File: config.mk
export PLATFORM = sky130hd
export DESIGN_NAME = pcen_front
export DESIGN_NICKNAME = d
export VERILOG_FILES = /design/src/hdl/pcen_pkg.sv /design/src/hdl/pcen_ram.sv /design/src/hdl/pcen_front.sv
export SDC_FILE = /design/constraint.sdc
export NUM_CORES = 2
export LEC_CHECK = 0
export ABC_AREA = 1
export BUFFER_PORTS_ARGS = -buffer_cell sky130_fd_sc_hd__buf_2
export CAP_MARGIN = 5
export CORE_MARGIN = 2
export CORE_UTILIZATION = 61
export CTS_BUF_LIST = sky130_fd_sc_hd__clkbuf_4 sky130_fd_sc_hd__clkbuf_8
export DETAILED_ROUTE_END_ITERATION = 8
export GPL_ROUTABILITY_DRIVEN = 0
export PLACE_DENSITY = 0.78
export SKIP_CTS_REPAIR_TIMING = 1
export SYNTH_ARGS = -nofsm -noshare
export SYNTH_HDL_FRONTEND = slang
export SYNTH_SLANG_ARGS = --single-unit
File: constraint.sdc
create_clock -name aclk -period 17.43 [get_ports aclk]
set_input_delay 0 -clock aclk [delete_from_list [all_inputs] [get_ports aclk]]
set_output_delay 0 -clock aclk [all_outputs]
set_load 0.01 [all_outputs]
File: src/hdl/pcen_pkg.sv
// pcen_pkg: shared widths, latencies, register indexes, types and helper functions
// for the band normaliser; no dependencies, imported by every module of the block but pcen_ram

package pcen_pkg;

    // band store
    localparam int NUM_BANDS = 64;
    localparam int BAND_AW   = (NUM_BANDS > 1) ? $clog2(NUM_BANDS) : 1;

    // field widths
    localparam int DW  = 40;        // Q16.24 energies
    localparam int CW  = 17;        // Q1.16 coefficients, 65536 is one
    localparam int IW  = 6;         // band index
    localparam int LXW = DW + 1;    // log2 operand, sum of two Q16.24 values
    localparam int LPW = 6;         // leading-one position
    localparam int MW  = 31;        // Q1.30 mantissa
    localparam int FRAC_STEPS = 16;
    localparam int LW  = 23;        // signed Q.16 log2 value
    localparam int PW  = CW + 1 + LW;
    localparam int TW  = PW - 16;
    localparam int QW  = 26;        // signed Q.16 exponent
    localparam int IEW = QW - 16;

    // pipeline depth of the log and exp units
    localparam int LOG_LAT = FRAC_STEPS + 2;
    localparam int EXP_LAT = FRAC_STEPS + 1;

    // front to back queue
    localparam int QDEPTH = 4;
    localparam int QAW    = $clog2(QDEPTH);

    localparam logic [DW-1:0] MAX_Q24   = '1;
    localparam logic [DW-1:0] UNITY_Q24 = 40'h00_0100_0000;
    localparam logic [CW-1:0] COEF_ONE  = 17'h1_0000;
    localparam logic [MW-1:0] ONE_Q30   = 31'h4000_0000;

    // configuration register indexes
    localparam int CFG_IW = 3;
    localparam logic [CFG_IW-1:0] REG_SMOOTH_COEF   = 3'd0;
    localparam logic [CFG_IW-1:0] REG_GAIN_EXPONENT = 3'd1;
    localparam logic [CFG_IW-1:0] REG_BIAS_OFFSET   = 3'd2;
    localparam logic [CFG_IW-1:0] REG_ROOT_EXPONENT = 3'd3;
    localparam logic [CFG_IW-1:0] REG_STABILIZER    = 3'd4;
    localparam logic [CFG_IW-1:0] REG_ENERGY_FLOOR  = 3'd5;

    // coefficients already limited to one
    typedef struct packed {
        logic [CW-1:0] smooth;
        logic [CW-1:0] alpha;
        logic [CW-1:0] root;
        logic [DW-1:0] bias;
        logic [DW-1:0] stab;
        logic [DW-1:0] floor_lvl;
    } cfg_t;

    // item handed from front to back
    typedef struct packed {
        logic [DW-1:0] energy;
        logic [DW-1:0] smooth;
        logic [IW-1:0] band;
        logic          in_range;
    } fe_item_t;

    // per-item control carried along the back pipeline
    typedef struct packed {
        logic [IW-1:0] band;
        logic          in_range;
        logic          e_zero;
        logic          x_zero;
    } sb_t;

    function automatic logic [CW-1:0] clamp_q16(input logic [CW-1:0] v);
        return (v > COEF_ONE) ? COEF_ONE : v;
    endfunction

    // product divided by 65536, truncated toward zero
    function automatic logic signed [TW-1:0] div_q16(input logic signed [PW-1:0] p);
        logic signed [PW-1:0] adj;
        adj = p[PW-1] ? (p + PW'(65535)) : p;
        return TW'(adj >>> 16);
    endfunction

    // bitwise integer square root, used for constants only
    function automatic logic [63:0] isqrt64(input logic [63:0] v);
        logic [63:0] res;
        logic [63:0] rem;
        logic [63:0] bit_v;
        res   = '0;
        rem   = v;
        bit_v = 64'h4000_0000_0000_0000;
        for (int n = 0; n < 32; n++) begin
            if (bit_v > rem) bit_v = bit_v >> 2;
        end
        for (int n = 0; n < 32; n++) begin
            if (bit_v != '0) begin
                if (rem >= res + bit_v) begin
                    rem = rem - (res + bit_v);
                    res = (res >> 1) + bit_v;
                end else begin
                    res = res >> 1;
                end
                bit_v = bit_v >> 2;
            end
        end
        return res;
    endfunction

    // 2^(2^-k) in Q1.30 by repeated square roots of two
    function automatic logic [MW-1:0] root_q30(input int k);
        logic [63:0] rt;
        rt = isqrt64(64'h2000_0000_0000_0000);
        for (int j = 1; j < k; j++) begin
            rt = isqrt64(rt << 30);
        end
        return rt[MW-1:0];
    endfunction

endpackage

File: src/hdl/pcen_ram.sv
// pcen_ram: generic single write port, single read port ram with registered read
// no package dependency

module pcen_ram #(
    parameter int WIDTH = 8,
    parameter int DEPTH = 2
) (
    input  logic                                    aclk,
    input  logic                                    we,
    input  logic [((DEPTH > 1) ? $clog2(DEPTH) : 1)-1:0] waddr,
    input  logic [WIDTH-1:0]                        wdata,
    input  logic                                    re,
    input  logic [((DEPTH > 1) ? $clog2(DEPTH) : 1)-1:0] raddr,
    output logic [WIDTH-1:0]                        rdata
);

    logic [WIDTH-1:0] mem_reg [DEPTH];
    logic [WIDTH-1:0] rdata_reg;

    always_ff @(posedge aclk) begin
        if (we) begin
            mem_reg[waddr] <= wdata;
        end
        if (re) begin
            rdata_reg <= mem_reg[raddr];
        end
    end

    assign rdata = rdata_reg;

endmodule

File: src/hdl/pcen_front.sv
// pcen_front: input stage, energy floor and per-band smoother update
// depends on pcen_pkg and pcen_ram

module pcen_front import pcen_pkg::*; (
    input  logic          aclk,
    input  logic          aresetn,
    input  cfg_t          cfg,
    input  logic          s_valid,
    output logic          s_ready,
    input  logic [DW-1:0] s_band_energy,
    input  logic [IW-1:0] s_band_index,
    output logic          push,
    output fe_item_t      push_item,
    input  logic          q_full
);

    localparam int PRW = DW + 1 + CW + 1;

    logic               accept;
    logic [DW-1:0]      e_floor;
    logic [BAND_AW-1:0] raddr;
    logic [DW-1:0]      rdata;

    logic               f1_valid_reg;
    logic [DW-1:0]      f1_energy_reg;
    logic [IW-1:0]      f1_band_reg;
    logic               f1_range_reg;
    logic [BAND_AW-1:0] f1_addr_reg;

    logic [(2**BAND_AW)-1:0] vbits_reg;
    logic               byp_valid_reg;
    logic [BAND_AW-1:0] byp_addr_reg;
    logic [DW-1:0]      byp_data_reg;

    logic [DW-1:0]        old_m;
    logic signed [DW:0]   diff;
    logic signed [PRW-1:0] prod;
    logic signed [PRW-1:0] rnd;
    logic signed [PRW-1:0] total;
    logic [DW-1:0]        m_next;
    logic                 wr_en;

    assign accept  = s_valid && s_ready;
    assign e_floor = (s_band_energy < cfg.floor_lvl) ? cfg.floor_lvl : s_band_energy;
    assign raddr   = BAND_AW'(s_band_index);
    assign push    = f1_valid_reg && !q_full;
    assign s_ready = !f1_valid_reg || !q_full;
    assign wr_en   = push && f1_range_reg;

    always_ff @(posedge aclk) begin
        if (!aresetn) begin
            f1_valid_reg <= 1'b0;
        end else if (accept) begin
            f1_valid_reg <= 1'b1;
        end else if (push) begin
            f1_valid_reg <= 1'b0;
        end
    end

    always_ff @(posedge aclk) begin
        if (accept) begin
            f1_energy_reg <= e_floor;
            f1_band_reg   <= s_band_index;
            f1_range_reg  <= int'(s_band_index) < NUM_BANDS;
            f1_addr_reg   <= raddr;
        end
    end

    pcen_ram #(
        .WIDTH (DW),
        .DEPTH (NUM_BANDS)
    ) u_smooth_ram (
        .aclk  (aclk),
        .we    (wr_en),
        .waddr (f1_addr_reg),
        .wdata (m_next),
        .re    (accept),
        .raddr (raddr),
        .rdata (rdata)
    );

    // last write bypasses the ram read taken on the same edge
    always_comb begin
        priority if (byp_valid_reg && (byp_addr_reg == f1_addr_reg)) begin
            old_m = byp_data_reg;
        end else if (vbits_reg[f1_addr_reg]) begin
            old_m = rdata;
        end else begin
            old_m = '0;
        end
    end

    // (1-s)M + sE rewritten as M + s(E-M), same rounding
    always_comb begin
        diff   = $signed({1'b0, f1_energy_reg}) - $signed({1'b0, old_m});
        prod   = $signed({1'b0, cfg.smooth}) * diff;
        rnd    = prod + PRW'(32768);
        total  = (rnd >>> 16) + $signed(PRW'(old_m));
        m_next = total[DW-1:0];
    end

    always_ff @(posedge aclk) begin
        if (!aresetn) begin
            vbits_reg     <= '0;
            byp_valid_reg <= 1'b0;
        end else if (wr_en) begin
            vbits_reg[f1_addr_reg] <= 1'b1;
            byp_valid_reg          <= 1'b1;
        end
    end

    always_ff @(posedge aclk) begin
        if (wr_en) begin
            byp_addr_reg <= f1_addr_reg;
            byp_data_reg <= m_next;
        end
    end

    assign push_item = '{energy:   f1_energy_reg,
                         smooth:   m_next,
                         band:     f1_band_reg,
                         in_range: f1_range_reg};

endmodule

* Word-level counts from Yosys, hierarchy flattened
Memories as Yosys holds them, arrays and structs flattened. A register that Yosys moved wholly into a read port is not among the register bits.
Cells that the tools add are included.
** Storage, ports and cells
- Flip-flop bits (word level) :: 158
- Bits in writable memories :: 2560
- Input port bits :: 221
- Output and inout bits :: 89
- Word-level logic and storage cells :: 36
- Memories kept :: 1
** Operators by class
- Add/subtract/negate cells :: 3
- Multiply operators :: 1
- Magnitude comparators :: 3
- Equality and inequality tests :: 1
- Muxes and demuxes :: 11
- Bitwise operators :: 1
- Reduce and logical (&&, ||, !) cells :: 8
** Memory list
- u_smooth_ram.mem_reg :: depth 64, bits a word 40, rd ports 1, clocked after Yosys merged registers in 1, wr ports 1, line pcen_ram.sv:17 : logic [WIDTH-1:0] mem_reg [DEPTH];
** Operator list (count)
- $mux 40 :: 3
- $or 64x64->64 :: 1
- $add 56x17->56 const B :: 1
- $mul 18x41->56 :: 1
- $sub 40x40->41 :: 1
- $add 40x40->40 :: 1
- $lt 40x40->1 :: 1
- $lt 6x7->1 const B :: 1
- $bmux 1 s6 :: 1
- $demux 1 s6 :: 1
- $eq 6x6->1 :: 1
- $ge 6x1->1 const B :: 1
- $mux 1 :: 6
- $logic_and 1x1->1 :: 4
- $logic_not 1->1 :: 2
- $reduce_bool 2->1 :: 1
- $logic_or 1x1->1 :: 1

* Longest topological paths before layout
- Word-level depth :: 8
- Mapped depth :: 69
- Depth with buffers taken out :: 64

* Modules after synthesis
From an unflattened synthesis, not the netlist that was laid out.
** Second synthesis, totals
- Cells, all modules :: 12999
- Area total of the unflattened synthesis :: 139286.1 µm²
** Modules (own cells, without submodules)
- pcen_ram :: times used 1, cells each 8445, area an instance 103536.8 µm², seq. area each 78074.9 µm²
- pcen_front :: times used 1, cells each 4554, area an instance 35749.3 µm², seq. area each 4083.9 µm²

* Least setup slack after synthesis
Ideal clock, no wire load.
- Path type :: register to register
- Start :: register f1_addr_reg[2]
- End :: register byp_data_reg[38], data pin
- Library setup time :: 0.568 ns
- Arrival :: 11.949 ns
- Required time :: 16.862 ns
- Path slack :: 4.913 ns
- Stages on the path, launching flop included :: 55
- Buffers on the path :: 3
- Clock period less this slack :: 12.517 ns
- Cell sequence :: edfxtp_1 > nor2_2 > nand3_1 > nand2_1 > o21ai_1 > nand2_1 > nor2_1 > nand2_1 > clkbuf_1 > clkbuf_1 > nand3_1 > nand2_1 > inv_1 > ha_1 > a21oi_1 > o21a_1 > o221ai_1 > a21oi_1 > (+19 left out) > nor2_1 > nand2_1 > o21ai_0 > a21oi_1 > o21a_1 > o21ai_0 > a21oi_1 > o41ai_1 > xor2_1 > ha_1 > nand2_1 > nor2_1 > inv_1 > o21ai_0 > inv_1 > o2111ai_1 > a21oi_1 > xor2_1
** RTL lines
- start: declaration :: line pcen_front.sv:28 : logic [BAND_AW-1:0] f1_addr_reg;
- start signal: assignment :: line pcen_front.sv:65 : f1_addr_reg <= raddr;
- end signal: assignment :: line pcen_front.sv:115 : byp_data_reg <= m_next;
- end: declaration :: line pcen_front.sv:33 : logic [DW-1:0] byp_data_reg;

==> flow_metrics.py <==
metrics = {
    "run_status": {
        "status": "complete, but fails checks",
        "violations": "negative hold slack",
    },
    "sta": {
        "finalMaxSlewViolations": 0,
        "setup_viol": 0,
        "clock_skew_ns": 0.146,
        "fmaxAchievable_mhz": 62.1,
        "rsz0062_at_grt": "no",
        "setup_tns_ns": 0,
        "worst_pin_slew_ns": 1.32,
        "slew_headroom_pct": 11.7,
        "fin_crit_sh_pct": 92.5,
        "final_hold_viol_count": 1,
        "whs_ns": -0.0109,
        "min_period_ns": 16.11,
    },
    "detailed_routing": {
        "finalWirelength_um": 402000,
        "ant_nets": 0,
        "viasPerCell": 6.46,
        "drc_errors": 0,
        "first_pass_iters": 7,
        "num_vias": 100000,
        "avgRoutedWirePerCell_um": 26.0,
        "drtIter0Drc": 14600,
    },
    "synthesis": {
        "yosysUniqueCellTypes": 58,
        "synth_edf_count": 2692,
        "mappedNetlistArea_um2": 136000,
        "ys_seq_area_share_pct": 60.5,
        "async_flop_share_pct": 0,
        "yosysTopAreaCell": "edfxtp_1",
        "yosysWarnings": 0,
        "synth_cells": 11900,
        "synth_top_area_share_pct": 59.5,
        "ys.flop_type": "edfxtp_1",
        "ys_top_cells_by_area": "edfxtp_1, fa_1, nor2_1",
        "synth_nets": 13100,
        "synth_most_common_cell": "edfxtp_1",
        "yosys-top-cells-count": "edfxtp_1, nor2_1, o21ai_0",
        "syn_avg_cell_area_um2": 11.4,
        "ys_seq_elements": 2758,
    },
    "run": {
        "drv_cap": 0,
    },
    "floorplan": {
        "initial_core_util_pct": 61.2,
        "core_um2": 222000,
        "rows": 173,
        "die_area_um2": 226000,
        "io_pins": 310,
        "die_h_um": 476,
        "die_width_um": 476,
    },
    "final_layout": {
        "largest_reg_flops": 2560,
        "multi_input_area_um2": 47900,
        "area_growth_pct": 10.5,
        "seqCellArea_um2": 82200,
        "finalNetCount": 13400,
        "drive_above_1_share_pct": 9.81,
        "n_fill_cell": 15000,
    },
    "critical_path": {
        "cp-end-kind": "output port",
        "crit_top_cell": "nand2_1",
        "cp_data_arrival_time_ns": 16.11,
        "reg2reg_depth": 54,
        "start_kind": "flip-flop",
        "reg2reg_slack_ns": 2.39,
        "reg2reg_to": "u_smooth_ram.mem_reg[15][39]",
        "cp.required_ns": 17.43,
        "crit_path_max_incr_delay_ns": 0.95,
        "slowest_stage": "xor2_1",
        "critPathTopFamily": "adder cells",
        "cp_max_fo": 66,
        "crit_buf_inv": 10,
        "rr_startpoint": "f1_addr_reg[0]",
        "worstSetupPathType": "reg -> out",
    },
    "grt": {
        "grt_pass1_wl_um": 585000,
        "grt_max_degree": 181,
        "grt_pass1_vias": 96900,
        "antenna_found_initial": 23,
        "grt_overflow_total": 0,
        "grt_use_total_pct": 34.8,
    },
    "clocking": {
        "cts.path.max_buffers": 4,
        "path_clk_slew_ns": 0.06,
        "root_buffer": "clkbuf_8",
        "h-tree-depth": 5,
        "cts_tree": "done",
        "clkLatencyLatePin_ns": 1.15,
        "cts.sinks": 2758,
        "cts_buffers": 428,
    },
    "placement": {
        "portBuffers": 194,
        "dp_hpwl_um": 238000,
    },
    "hold_path": {
        "hold_depth": 5,
        "hp-start": "s_band_index[2]",
        "min_to": "u_smooth_ram.rdata[2]",
        "worstHoldPathType": "in -> reg",
    },
}
## placed cells by master (no fill, tap or decap), types with 8 or more instances in the layout
cell type,netlist,final
clkinv_1,7,82
buf_4,2,180
nand2_2,21,31
or2_2,14,14
xor2_4,0,23
clkbuf_4,0,166
nor2_4,2,68
buf_2,25,189
clkinv_2,0,17
a31oi_1,25,25
xnor2_1,35,28
o22ai_1,778,778
o32ai_1,58,58
dlygate4sd3_1,0,168
nand2_1,735,725
o211ai_1,8,8
nor2_1,2475,2410
nand3_1,173,173
o21ai_0,1737,1737
inv_2,17,17
o221ai_1,8,8
nor2_2,12,11
o21ai_1,14,14
clkbuf_8,0,443
xor2_1,64,41
fa_1,636,636
edfxtp_1,2692,2692
a21oi_1,191,190
inv_1,1050,1046
buf_12,0,10
ha_1,283,281
xnor2_2,3,10
nor3_1,34,34
dfxtp_1,66,66
clkinvlp_4,0,9
o21a_1,26,26
nand4_1,15,15
## per-layer routing
| layer | vias to the layer above | GRT usage, % | routed length [um] |
|---|---|---|---|
| met5 | - | 0 | 118 |
| met1 | 48100 | 44.1 | 135000 |
| met4 | 18 | 19.9 | 26200 |
| met3 | 1665 | 9.39 | 57600 |
| li1 | 42200 | - | - |
| met2 | 8113 | 54.4 | 184000 |
## how the worst max path moves through the flow
stage | slack, ns | startpoint | depth (start not counted) | to
detailed placement | 3.16 | f1_addr_reg[0] | 55 | push_item[46]
finish | 1.32 | f1_addr_reg[0] | 55 | push_item[46]
global route | 0.70 | f1_addr_reg[0] | 55 | push_item[46]
floorplan | 4.91 | f1_addr_reg[2] | 54 | byp_data_reg[38]
CTS | 1.90 | f1_addr_reg[0] | 55 | push_item[46]
global placement | 3.42 | f1_addr_reg[0] | 55 | push_item[46]
## through the flow
| step | cell area (um2) | hold WS (ns) | setup WS [ns] | util [%] | std cells |
|---|---|---|---|---|---|
| after global routing | 150000 | 0.0167 | 0.696 | 67.6 | 15500 |
| after global placement | 140000 | 0.300 | 3.42 | 63.3 | 14600 |
| after floorplan | 136000 | 0.0828 | 4.91 | - | 11900 |
| after CTS | 148000 | -0.867 | 1.90 | 66.8 | 15300 |
| after detailed placement | 140000 | 0.309 | 3.16 | 63.3 | 14600 |
| final | 150000 | -0.0109 | 1.32 | 67.6 | 15500 |
## logic make-up after synthesis
family,count (synthesis),synth area share (%)
AO/OA/AOI/OAI,2892,11.8
AND/OR/NAND/NOR,3502,10.1
flip-flops,2758,60.5
adder cells (fa/ha/maj),919,12.0
other,1,0.00276
buffers and inverters,1768,4.97
XOR/XNOR,106,0.722
## tightest hold or removal path: cells and delay by family
kind	cells	cell delay, ns
buffers and inverters	1	0.20
and+or+nand+nor	1	0.18
AOI/OAI and AO/OA	3	0.47
## layout make-up
| class | instances | share of cell area, % |
|---|---|---|
| Sequential cell | 2758 | 54.8 |
| Multi-Input combinational cell | 7420 | 31.9 |
| Inverter | 1074 | 2.71 |
| Antenna cell | 7 | 0.0117 |
| Tap cell | 2975 | 2.48 |
| Timing Repair Buffer | 551 | 2.83 |
| Clock inverter | 109 | 0.385 |
| Clock buffer | 608 | 4.89 |
Power is not shown: default switching activity piles up to over one toggle a cycle in this logic, so the estimate is an artifact.
