<file path="src/hdl/pcen_pkg.sv">
// pcen_pkg: shared widths, latencies, register indexes, types and helper functions
// for the band normaliser; no dependencies, imported by every module of the block but pcen_ram

package pcen_pkg;

    // band store
    localparam int NUM_BANDS = 64;
    localparam int BAND_AW   = (NUM_BANDS > 1) ? $clog2(NUM_BANDS) : 1;

    // field widths
    localparam int DW  = 40;        // Q16.24 energies
    localparam int CW  = 17;        // Q1.16 coefficients, 65536 is one
    localparam int IW  = 6;         // band index
    localparam int LXW = DW + 1;    // log2 operand, sum of two Q16.24 values
    localparam int LPW = 6;         // leading-one position
    localparam int MW  = 31;        // Q1.30 mantissa
    localparam int FRAC_STEPS = 16;
    localparam int LW  = 23;        // signed Q.16 log2 value
    localparam int PW  = CW + 1 + LW;
    localparam int TW  = PW - 16;
    localparam int QW  = 26;        // signed Q.16 exponent
    localparam int IEW = QW - 16;

    // pipeline depth of the log and exp units
    localparam int LOG_LAT = FRAC_STEPS + 2;
    localparam int EXP_LAT = FRAC_STEPS + 1;

    // front to back queue
    localparam int QDEPTH = 4;
    localparam int QAW    = $clog2(QDEPTH);

    localparam logic [DW-1:0] MAX_Q24   = '1;
    localparam logic [DW-1:0] UNITY_Q24 = 40'h00_0100_0000;
    localparam logic [CW-1:0] COEF_ONE  = 17'h1_0000;
    localparam logic [MW-1:0] ONE_Q30   = 31'h4000_0000;

    // configuration register indexes
    localparam int CFG_IW = 3;
    localparam logic [CFG_IW-1:0] REG_SMOOTH_COEF   = 3'd0;
    localparam logic [CFG_IW-1:0] REG_GAIN_EXPONENT = 3'd1;
    localparam logic [CFG_IW-1:0] REG_BIAS_OFFSET   = 3'd2;
    localparam logic [CFG_IW-1:0] REG_ROOT_EXPONENT = 3'd3;
    localparam logic [CFG_IW-1:0] REG_STABILIZER    = 3'd4;
    localparam logic [CFG_IW-1:0] REG_ENERGY_FLOOR  = 3'd5;

    // coefficients already limited to one
    typedef struct packed {
        logic [CW-1:0] smooth;
        logic [CW-1:0] alpha;
        logic [CW-1:0] root;
        logic [DW-1:0] bias;
        logic [DW-1:0] stab;
        logic [DW-1:0] floor_lvl;
    } cfg_t;

    // item handed from front to back
    typedef struct packed {
        logic [DW-1:0] energy;
        logic [DW-1:0] smooth;
        logic [IW-1:0] band;
        logic          in_range;
    } fe_item_t;

    // per-item control carried along the back pipeline
    typedef struct packed {
        logic [IW-1:0] band;
        logic          in_range;
        logic          e_zero;
        logic          x_zero;
    } sb_t;

    function automatic logic [CW-1:0] clamp_q16(input logic [CW-1:0] v);
        return (v > COEF_ONE) ? COEF_ONE : v;
    endfunction

    // product divided by 65536, truncated toward zero
    function automatic logic signed [TW-1:0] div_q16(input logic signed [PW-1:0] p);
        logic signed [PW-1:0] adj;
        adj = p[PW-1] ? (p + PW'(65535)) : p;
        return TW'(adj >>> 16);
    endfunction

    // bitwise integer square root, used for constants only
    function automatic logic [63:0] isqrt64(input logic [63:0] v);
        logic [63:0] res;
        logic [63:0] rem;
        logic [63:0] bit_v;
        res   = '0;
        rem   = v;
        bit_v = 64'h4000_0000_0000_0000;
        for (int n = 0; n < 32; n++) begin
            if (bit_v > rem) bit_v = bit_v >> 2;
        end
        for (int n = 0; n < 32; n++) begin
            if (bit_v != '0) begin
                if (rem >= res + bit_v) begin
                    rem = rem - (res + bit_v);
                    res = (res >> 1) + bit_v;
                end else begin
                    res = res >> 1;
                end
                bit_v = bit_v >> 2;
            end
        end
        return res;
    endfunction

    // 2^(2^-k) in Q1.30 by repeated square roots of two
    function automatic logic [MW-1:0] root_q30(input int k);
        logic [63:0] rt;
        rt = isqrt64(64'h2000_0000_0000_0000);
        for (int j = 1; j < k; j++) begin
            rt = isqrt64(rt << 30);
        end
        return rt[MW-1:0];
    endfunction

endpackage

</file>
<file path="src/hdl/pcen_queue.sv">
// pcen_queue: short fifo in flip-flops between front and back
// depends on pcen_pkg

module pcen_queue import pcen_pkg::*; (
    input  logic     aclk,
    input  logic     aresetn,
    input  logic     push,
    input  fe_item_t push_item,
    output logic     full,
    input  logic     pop,
    output fe_item_t head,
    output logic     head_valid
);

    fe_item_t         entry_reg [QDEPTH];
    logic [QAW-1:0]   wr_ptr_reg;
    logic [QAW-1:0]   rd_ptr_reg;
    logic [QAW:0]     count_reg;
    logic [QAW:0]     count_next;

    assign full       = (count_reg == (QAW+1)'(QDEPTH));
    assign head_valid = (count_reg != '0);
    assign head       = entry_reg[rd_ptr_reg];

    always_comb begin
        unique case ({push, pop})
            2'b10:   count_next = count_reg + 1'b1;
            2'b01:   count_next = count_reg - 1'b1;
            default: count_next = count_reg;
        endcase
    end

    always_ff @(posedge aclk) begin
        if (!aresetn) begin
            wr_ptr_reg <= '0;
            rd_ptr_reg <= '0;
            count_reg  <= '0;
        end else begin
            count_reg <= count_next;
            if (push) wr_ptr_reg <= wr_ptr_reg + 1'b1;
            if (pop)  rd_ptr_reg <= rd_ptr_reg + 1'b1;
        end
    end

    always_ff @(posedge aclk) begin
        if (push) begin
            entry_reg[wr_ptr_reg] <= push_item;
        end
    end

endmodule

</file>
<file path="config.mk">
export PLATFORM = sky130hd
export DESIGN_NAME = pcen_queue
export DESIGN_NICKNAME = d
export VERILOG_FILES = /design/src/hdl/pcen_pkg.sv /design/src/hdl/pcen_queue.sv
export SDC_FILE = /design/constraint.sdc
export NUM_CORES = 1
export LEC_CHECK = 0
export BUFFER_PORTS_ARGS = -buffer_cell sky130_fd_sc_hd__buf_2
export CAP_MARGIN = 20
export CORE_UTILIZATION = 45
export DETAILED_ROUTE_END_ITERATION = 8
export PLACE_DENSITY = 0.74
export REMOVE_ABC_BUFFERS = 1
export SLEW_MARGIN = 10
export SYNTH_ARGS = -nofsm -noshare
export SYNTH_HDL_FRONTEND = slang
export SYNTH_SLANG_ARGS = --single-unit
</file>
<file path="constraint.sdc">
create_clock -name aclk -period 7.85 [get_ports aclk]
set_input_delay 1.57 -clock aclk [delete_from_list [all_inputs] [get_ports aclk]]
set_output_delay 1.57 -clock aclk [all_outputs]
set_load 0.02 [all_outputs]
</file>
Yosys cells after proc, flatten, opt, wreduce, memory -nomap -nowiden
Memories as Yosys holds them, arrays and structs flattened. A register that Yosys moved wholly into a read port is not among the register bits.
Index checks and enable logic that the tools add are counted.
{ "word_totals": {"reg_bits": 7, "mem_bits_rw": 348, "out_inout_bits": 89, "elab_cells": 18, "n_memories": 1} }
{ "memory_table": {"columns": ["name", "words", "width", "rd", "rd_ports_with_merged_regs", "write_ports", "line", "rtl"], "rows": [
  ["entry_reg", 4, 87, 1, 1, 1, "pcen_queue.sv:15", "fe_item_t entry_reg [QDEPTH];"]
]} }
{ "op_classes": {"addsub": 4, "n_eq_ne": 3, "mux": 5, "n_reduce_logical": 2} }
{ "ops": {"columns": ["cell", "count"], "rows": [
  ["3-bit one-hot mux with 2 select lines", 1],
  ["2-bit by 1-bit adder with 2-bit output (second input constant)", 2],
  ["2-bit two-way mux", 2],
  ["3-bit by 1-bit adder with 3-bit output (second input constant)", 1],
  ["3-bit equality test (second input constant)", 1],
  ["3-bit nonzero test", 1],
  ["3-bit by 1-bit subtractor with 3-bit output (second input constant)", 1],
  ["2-bit by 1-bit equality test with 1-bit output (second input constant)", 1],
  ["2-bit equality test (second input constant)", 1],
  ["1-bit two-way mux", 2],
  ["2-bit nonzero test", 1]
]} }

Longest topological paths before layout
Gate-level depths: netlist of run 1.
{ "logic_depth": {"depth_word": 3, "mapped_depth": 7} }

Worst setup path after synthesis of run 1
Ideal clock, no wire load.
{ "synth_path": {"kind": "input-to-reg", "from": "input port push", "to": "memory entry_reg[0][0] in the netlist's numbering, enable pin", "setup_time_ns": 0.455, "arrival_time_ns": 3.589, "slack_ns": 3.806, "path_stages": 1, "path_buffers": 0, "cell_sequence": "and2_1"} }
{ "synth_via": {"elab_chain_len": 2} }
{ "synth_lines": {"columns": ["item", "line", "rtl"], "rows": [
  ["from (decl)", "pcen_queue.sv:7", "input logic push,"],
  ["1-bit two-way mux", "pcen_queue.sv:46", "if (push) begin"],
  ["1-bit two-way mux (implied by the code)", "pcen_queue.sv:47", "entry_reg[wr_ptr_reg] <= push_item;"],
  ["to (decl)", "pcen_queue.sv:15", null]
]} }
No other way between the ends.

==> results of run 1 <==
layout by cell type (no fill, tap or decap), drive strengths merged, types with 3 or more instances in the layout:
cell type | netlist | layout
edfxtp | 348 | 348
buf | 15 | 185
mux4 | 87 | 87
clkbuf | 5 | 43
clkinv | 0 | 16
and2 | 10 | 10
dfxtp | 9 | 9
inv | 6 | 9
ha | 5 | 5
xor2 | 3 | 3
tightest hold or removal path, cell delays in order (launching register included):
cell and delay [ns]:
dfxtp_1 0.32, o21ai_0 0.09, a21boi_0 0.10
cell families after synthesis:
logic type	count (synthesis)	share of synthesized area (%)
adder cells (fa/ha/maj)	6	0.6349
XOR/XNOR	5	0.3368
flip-flops	357	81.73
multiplexers	88	15.14
AO/OA/AOI/OAI	3	0.1347
buffers and inverters	26	1.289
AND/OR/NAND/NOR	16	0.7312
cell type report:
class                      count  area, um^2  area share [%]
sequential                   357       10640           69.08
multi-input combinational    118        2218           14.41
clock buffer                  43       991.0           6.435
timing repair buffer         185       940.9           6.110
tap                          378       473.0           3.071
clock inverter                21       111.4          0.7231
inverter                       6       22.52          0.1462
antenna                        2       5.005         0.03250
power by group:
group | internal [mW] | switching [mW] | leakage (nW) | total, mW
Clock | 0.904 | 0.674 | 0.540 | 1.58
Sequential | 2.19 | 0.0387 | 3.27 | 2.23
Combinational | 0.176 | 0.246 | 1.35 | 0.422
per-stage QoR:
step,worst slack (ns),cell area [um^2]
global placement,3.571,14290
CTS,2.967,15390
global route,2.826,15400
detailed placement,3.532,14290
floorplan,1.906,12860
finish,3.148,15400
per-layer routing:
layer / vias up / global-route usage, % / part of all wire, %
met5: - / 0 / 0.12
met1: 3001 / 20.33 / 40
met2: 190 / 27.00 / 51
met3: 46 / 4.028 / 7.0
li1: 2550 / - / -
met4: 4 / 5.348 / 2.3
worst max path at each step:
stage	to	slack, ns
2_1_floorplan	head[0]	1.91
3_3_place_gp	head[81]	3.57
3_5_place_dp	head[30]	3.53
4_1_cts	head[30]	2.97
5_1_grt	head[81]	2.83
6_report	head[81]	3.15
==> impl_metrics.tcl, run 1 <==
set metrics [dict create \
    path_depth 3 \
    slew_headroom_pct 37.72 \
    cts_root_buf "clkbuf_16" \
    hpwl_um 13710 \
    grt_max_degree 60 \
    grt_pass1_vias 6230 \
    vias_per_cell 5.217 \
    final_antenna_net_count 0 \
    status "finished clean" \
    setup_viol 0 \
    power_leakage_nw 5.161 \
    crit_path_start_kind "register" \
    cts_post_setup_buffers_inserted 0 \
    cts-buffers-inserted 37 \
    first_pass_iters 4 \
    area_growth_pct 18.40 \
    synth_seq_cells 357 \
    grt_pass1_wl_um 35020 \
    ff2ff_setup_slack_ns 5.58 \
    yosys.area.top_type_share_pct 80.35 \
    grt_use_total_pct 16.02 \
    whs_ns 0.5599 \
    finalNonFillerCells 1110 \
    drc 0 \
    required_ns 6.28 \
    io_buffer_count 179 \
    synth_edf_count 348 \
    synth_area_per_cell_um2 25.96 \
    fin_skew_ns 0.01790 \
    synthArstFlopShare_pct 0 \
    nets 802 \
    nFillCells 2161 \
    via_count 5791 \
    finalPower_mw 4.228 \
    cts.reportedPaths.clkPinSlew_ns 0.06 \
    synth_top_area_cell "edfxtp_1" \
    synth_top_flop_cell "edfxtp_1" \
    synthCells 501 \
    hold_class "reg -> reg" \
    pin_count 180 \
    synth_cell_type_count 21 \
    cts_resized 0 \
    globalplace.congestion 0.7475 \
    drv_cap 0 \
    synthTopCellsByCount "348 x edfxtp_1, 87 x mux4_2, 10 x and2_1, 10 x buf_2, 9 x dfxtp_1" \
    yosysWarningCount 0 \
    drive_above_1_share_pct 44.93 \
    ys_top_cells_by_area "edfxtp_1 80%, mux4_2 15%, dfxtp_1 1.4%" \
    die_w_um 172.0 \
    final_core_util_pct 54.83 \
    wl_per_cell_um 20.77 \
    drt_iter0_markers 395 \
    slew_viol_final 0 \
    slowest_stage "dfxtp_4" \
    clk_path_buf_depth 3 \
    hold_viol 0 \
    rsz0062_at_grt "no" \
    antenna_found_initial 3 \
    insertion_delay_ns 0.51 \
    r2r_start "wr_ptr_reg[0]" \
    crit_fanout 45 \
    largest_register_ffs 348 \
    core-area_um2 28090 \
    hold_depth 2 \
    whs_endpoint "count_reg[2]" \
    reg2reg_depth 4 \
    fp.dieArea_um2 29590 \
    hold_buffers 0 \
    start_util_pct 46.31 \
    r2r-end "entry_reg[2][81]" \
    tns_ns 0 \
    synth_most_common_cell "edfxtp_1" \
    rows 61 \
    synth_seq_area_share_pct 81.73 \
    min_period_ns 4.702 \
    end_kind "output pin" \
    hold_path.startpoint "count_reg[2]" \
    ir_drop_uv 186.1 \
    fin_crit_sh_pct 59.89 \
    power.density_nw_per_um2 274.6 \
    max_stage_delay_ns 0.94 \
    crit_family "buffers and inverters" \
    die_y_um 172.0 \
    path_cells "buf_4 > mux4_2 > buf_2" \
    crit_arrival_ns 3.13 \
    cts.sinks 357 \
    worst_pin_slew_ns 0.9343 \
    drt-total-wl_um 23050 \
    setup.worst_path.class "reg -> out" \
    htreeDepth 2 \
    overflow 0 \
    crit_buf_inv 2 \
    cts_tree "yes" \
    max_clock_freq_ghz 0.2127 \
    syn_area_um2 13010 \
    place_inst 1044 \
]
(Power assumes the default switching activity.)
==> inputs of run 2 (changes only) <==
- ABC_AREA: not set -> 1
- clock period: 7.85 -> 4.5 ns (I/O delays scaled with it)
==> run 2 against run 1 <==
Total power rose by 74%. Combinational power is 73% higher. Clock skew is 0.0082 ns lower. Critical path depth increased by 2. Global-route usage grew 2.0 points. Largest power group unchanged. First-iteration DRC count increased by 45%. Final area up 1.7%.
==> impl_metrics.tcl, run 2 <==
set metrics [dict create \
    synthTopCellsByCount "348 x edfxtp_1, 177 x nor2_1, 98 x o21ai_0, 87 x o22ai_1, 82 x o21ai_1" \
    final_core_util_pct 54.12 \
    nets 1170 \
    io_buffer_count 179 \
    multi_input_area_um2 2272 \
    synth_seq_area_share_pct 79.64 \
    synthArstFlopShare_pct 0 \
    crit_arrival_ns 2.60 \
    min_period_ns 3.499 \
    cts_root_buf "clkbuf_16" \
    synth_area_per_cell_um2 14.86 \
    grt_use_total_pct 18.05 \
    yosys.area.top_type_share_pct 78.29 \
    insertion_delay_ns 0.51 \
    synth_top_area_cell "edfxtp_1" \
    rsz0062_at_grt "no" \
    globalplace.congestion 0.7276 \
    synth_edf_count 348 \
    start_util_pct 46.13 \
    fin_skew_ns 0.009726 \
    worst_pin_slew_ns 0.8918 \
    drc 0 \
    synth_top_flop_cell "edfxtp_1" \
    slew_viol_final 0 \
    hold_viol 0 \
    crit_buf_inv 3 \
    final_antenna_net_count 0 \
    synth_most_common_cell "edfxtp_1" \
    ir_drop_uv 288.5 \
    fin_crit_sh_pct 77.76 \
    setup.worst_path.class "reg -> out" \
    fp.dieArea_um2 30350 \
    first_pass_iters 5 \
    path_depth 5 \
    regArea_um2 10640 \
    grt_max_degree 145 \
    antenna_found_initial 5 \
    synth_compound_area_share_pct 11.01 \
    overflow 0 \
    cts.reportedPaths.clkPinSlew_ns 0.06 \
    hold_depth 1 \
    post_dp_cell_area_um2 14520 \
    max_clock_freq_ghz 0.2858 \
    die_w_um 174.2 \
    reg2reg_depth 5 \
    yosysWarningCount 0 \
    yosys.area_share.simple_pct 5.390 \
    cts-buffers-inserted 38 \
    synth_top_family_by_area "compound AO/OA/AOI/OAI gates" \
    largest_register_ffs 348 \
    nFillCells 2304 \
    clk_path_buf_depth 3 \
    cts_resized 0 \
    tns_ns 0 \
    pin_count 180 \
    synth_cell_type_count 21 \
    design_area_um2 15660 \
    wl_per_cell_um 18.44 \
    crit_family "buffers and inverters" \
    max_stage_delay_ns 0.66 \
    area_growth_pct 17.31 \
    cts.sinks 357 \
    drv_cap 0 \
    core-area_um2 28940 \
    die_y_um 174.2 \
    drive_above_1_share_pct 22.87 \
    synth_xor_area_share_pct 0 \
    htreeDepth 2 \
    cts_post_setup_buffers_inserted 0 \
    ys_top_cells_by_area "edfxtp_1 78%, nor2_1 5.0%, o22ai_1 4.1%" \
    final_common_cell "edfxtp_1" \
    power_leakage_nw 5.459 \
    synth_seq_cells 357 \
    grt_pass1_vias 7871 \
    drt-total-wl_um 27460 \
    cts_tree "yes" \
    slowest_stage "inv_6" \
    slew_headroom_pct 40.55 \
    path_cells "inv_6 > buf_4 > nor2_1 > o22ai_1 > buf_2" \
    hpwl_um 15250 \
    crit_path_start_kind "register" \
    power.density_nw_per_um2 470.1 \
    crit_fanout 113 \
    rows 62 \
    via_count 7899 \
    synthCells 898 \
    drt_iter0_markers 573 \
    setup_viol 0 \
    grt_pass1_wl_um 42500 \
    end_kind "output pin" \
    vias_per_cell 5.305 \
    synthMuxAreaShare_pct 0 \
    syn_area_um2 13350 \
    synth-adder-area-share_pct 0.6187 \
    required_ns 3.60 \
    status "finished clean" \
    mostFrequentLayoutCells "348 x edfxtp_1, 179 x buf_2, 177 x nor2_1, 98 x o21ai_0, 87 x o22ai_1" \
    hold_buffers 0 \
    hold_class "reg -> reg" \
]
==> run 2: cell count changes after synthesis, sizes merged, moves of 3 or more <==
cell / change
buf: +21
mux4: -87
a21oi: +5
nor2: +177
and2: -10
xor2: -3
o22ai: +87
o21ai: +178
clkbuf: +15
inv: +11
nand2: +7
==> run 2: power breakdown <==
group          internal, mW  switching, mW  leakage [nW]
Clock                  1.61           1.18         0.556
Combinational         0.213          0.518          1.63
Sequential             3.80         0.0370          3.27
Total                  5.62           1.74          5.46
==> run 2: final timing paths <==
kind                       from               end  slack [ns]
hold reg to reg   rd_ptr_reg[1]          register        0.44
hold / removal    rd_ptr_reg[1]          register        0.44
setup reg to reg  wr_ptr_reg[0]  entry_reg[2][82]        2.40
setup / recovery       register          head[55]        1.00
==> run 2: layout make-up <==
| class | count | area share, % |
|---|---|---|
| flip-flops and latches | 357 | 67.92 |
| multi-input cells | 468 | 14.51 |
| repair buffers | 191 | 6.696 |
| clock buffers | 48 | 6.504 |
| well taps | 384 | 3.068 |
| clock inverters | 21 | 0.7511 |
| inverters | 17 | 0.5034 |
| diodes | 3 | 0.04794 |
==> run 2: routing by layer <==
metal	vias to the layer above	part of all wire (%)	GRT usage (%)
li1	3749	-	-
met1	3863	43	23.43
met2	246	49	30.38
met3	35	6.9	4.396
met4	6	1.3	4.715
met5	-	0.13	0
==> run 2: cell families (layout without fill, tap and decap cells) <==
kind of cell             Yosys count  count (layout)
AO/OA/AOI/OAI                    272             272
buffers and inverters             73             277
adder cells (fa/ha/maj)            6               6
flip-flops                       357             357
other                              0               3
AND/OR/NAND/NOR                  190             190
==> run 2: metrics by stage <==
stage	cells	setup WS [ns]	hold WS, ns	total power [mW]
4_1_cts	1486	0.9691	0.4376	7.433
5_1_grt	1487	0.8153	0.4774	7.624
2_1_floorplan	842	-1.200	0.4115	4.332
3_5_place_dp	1417	1.538	0.4254	4.646
3_3_place_gp	1417	1.578	0.4212	4.623
6_report	1489	1.001	0.4412	7.361
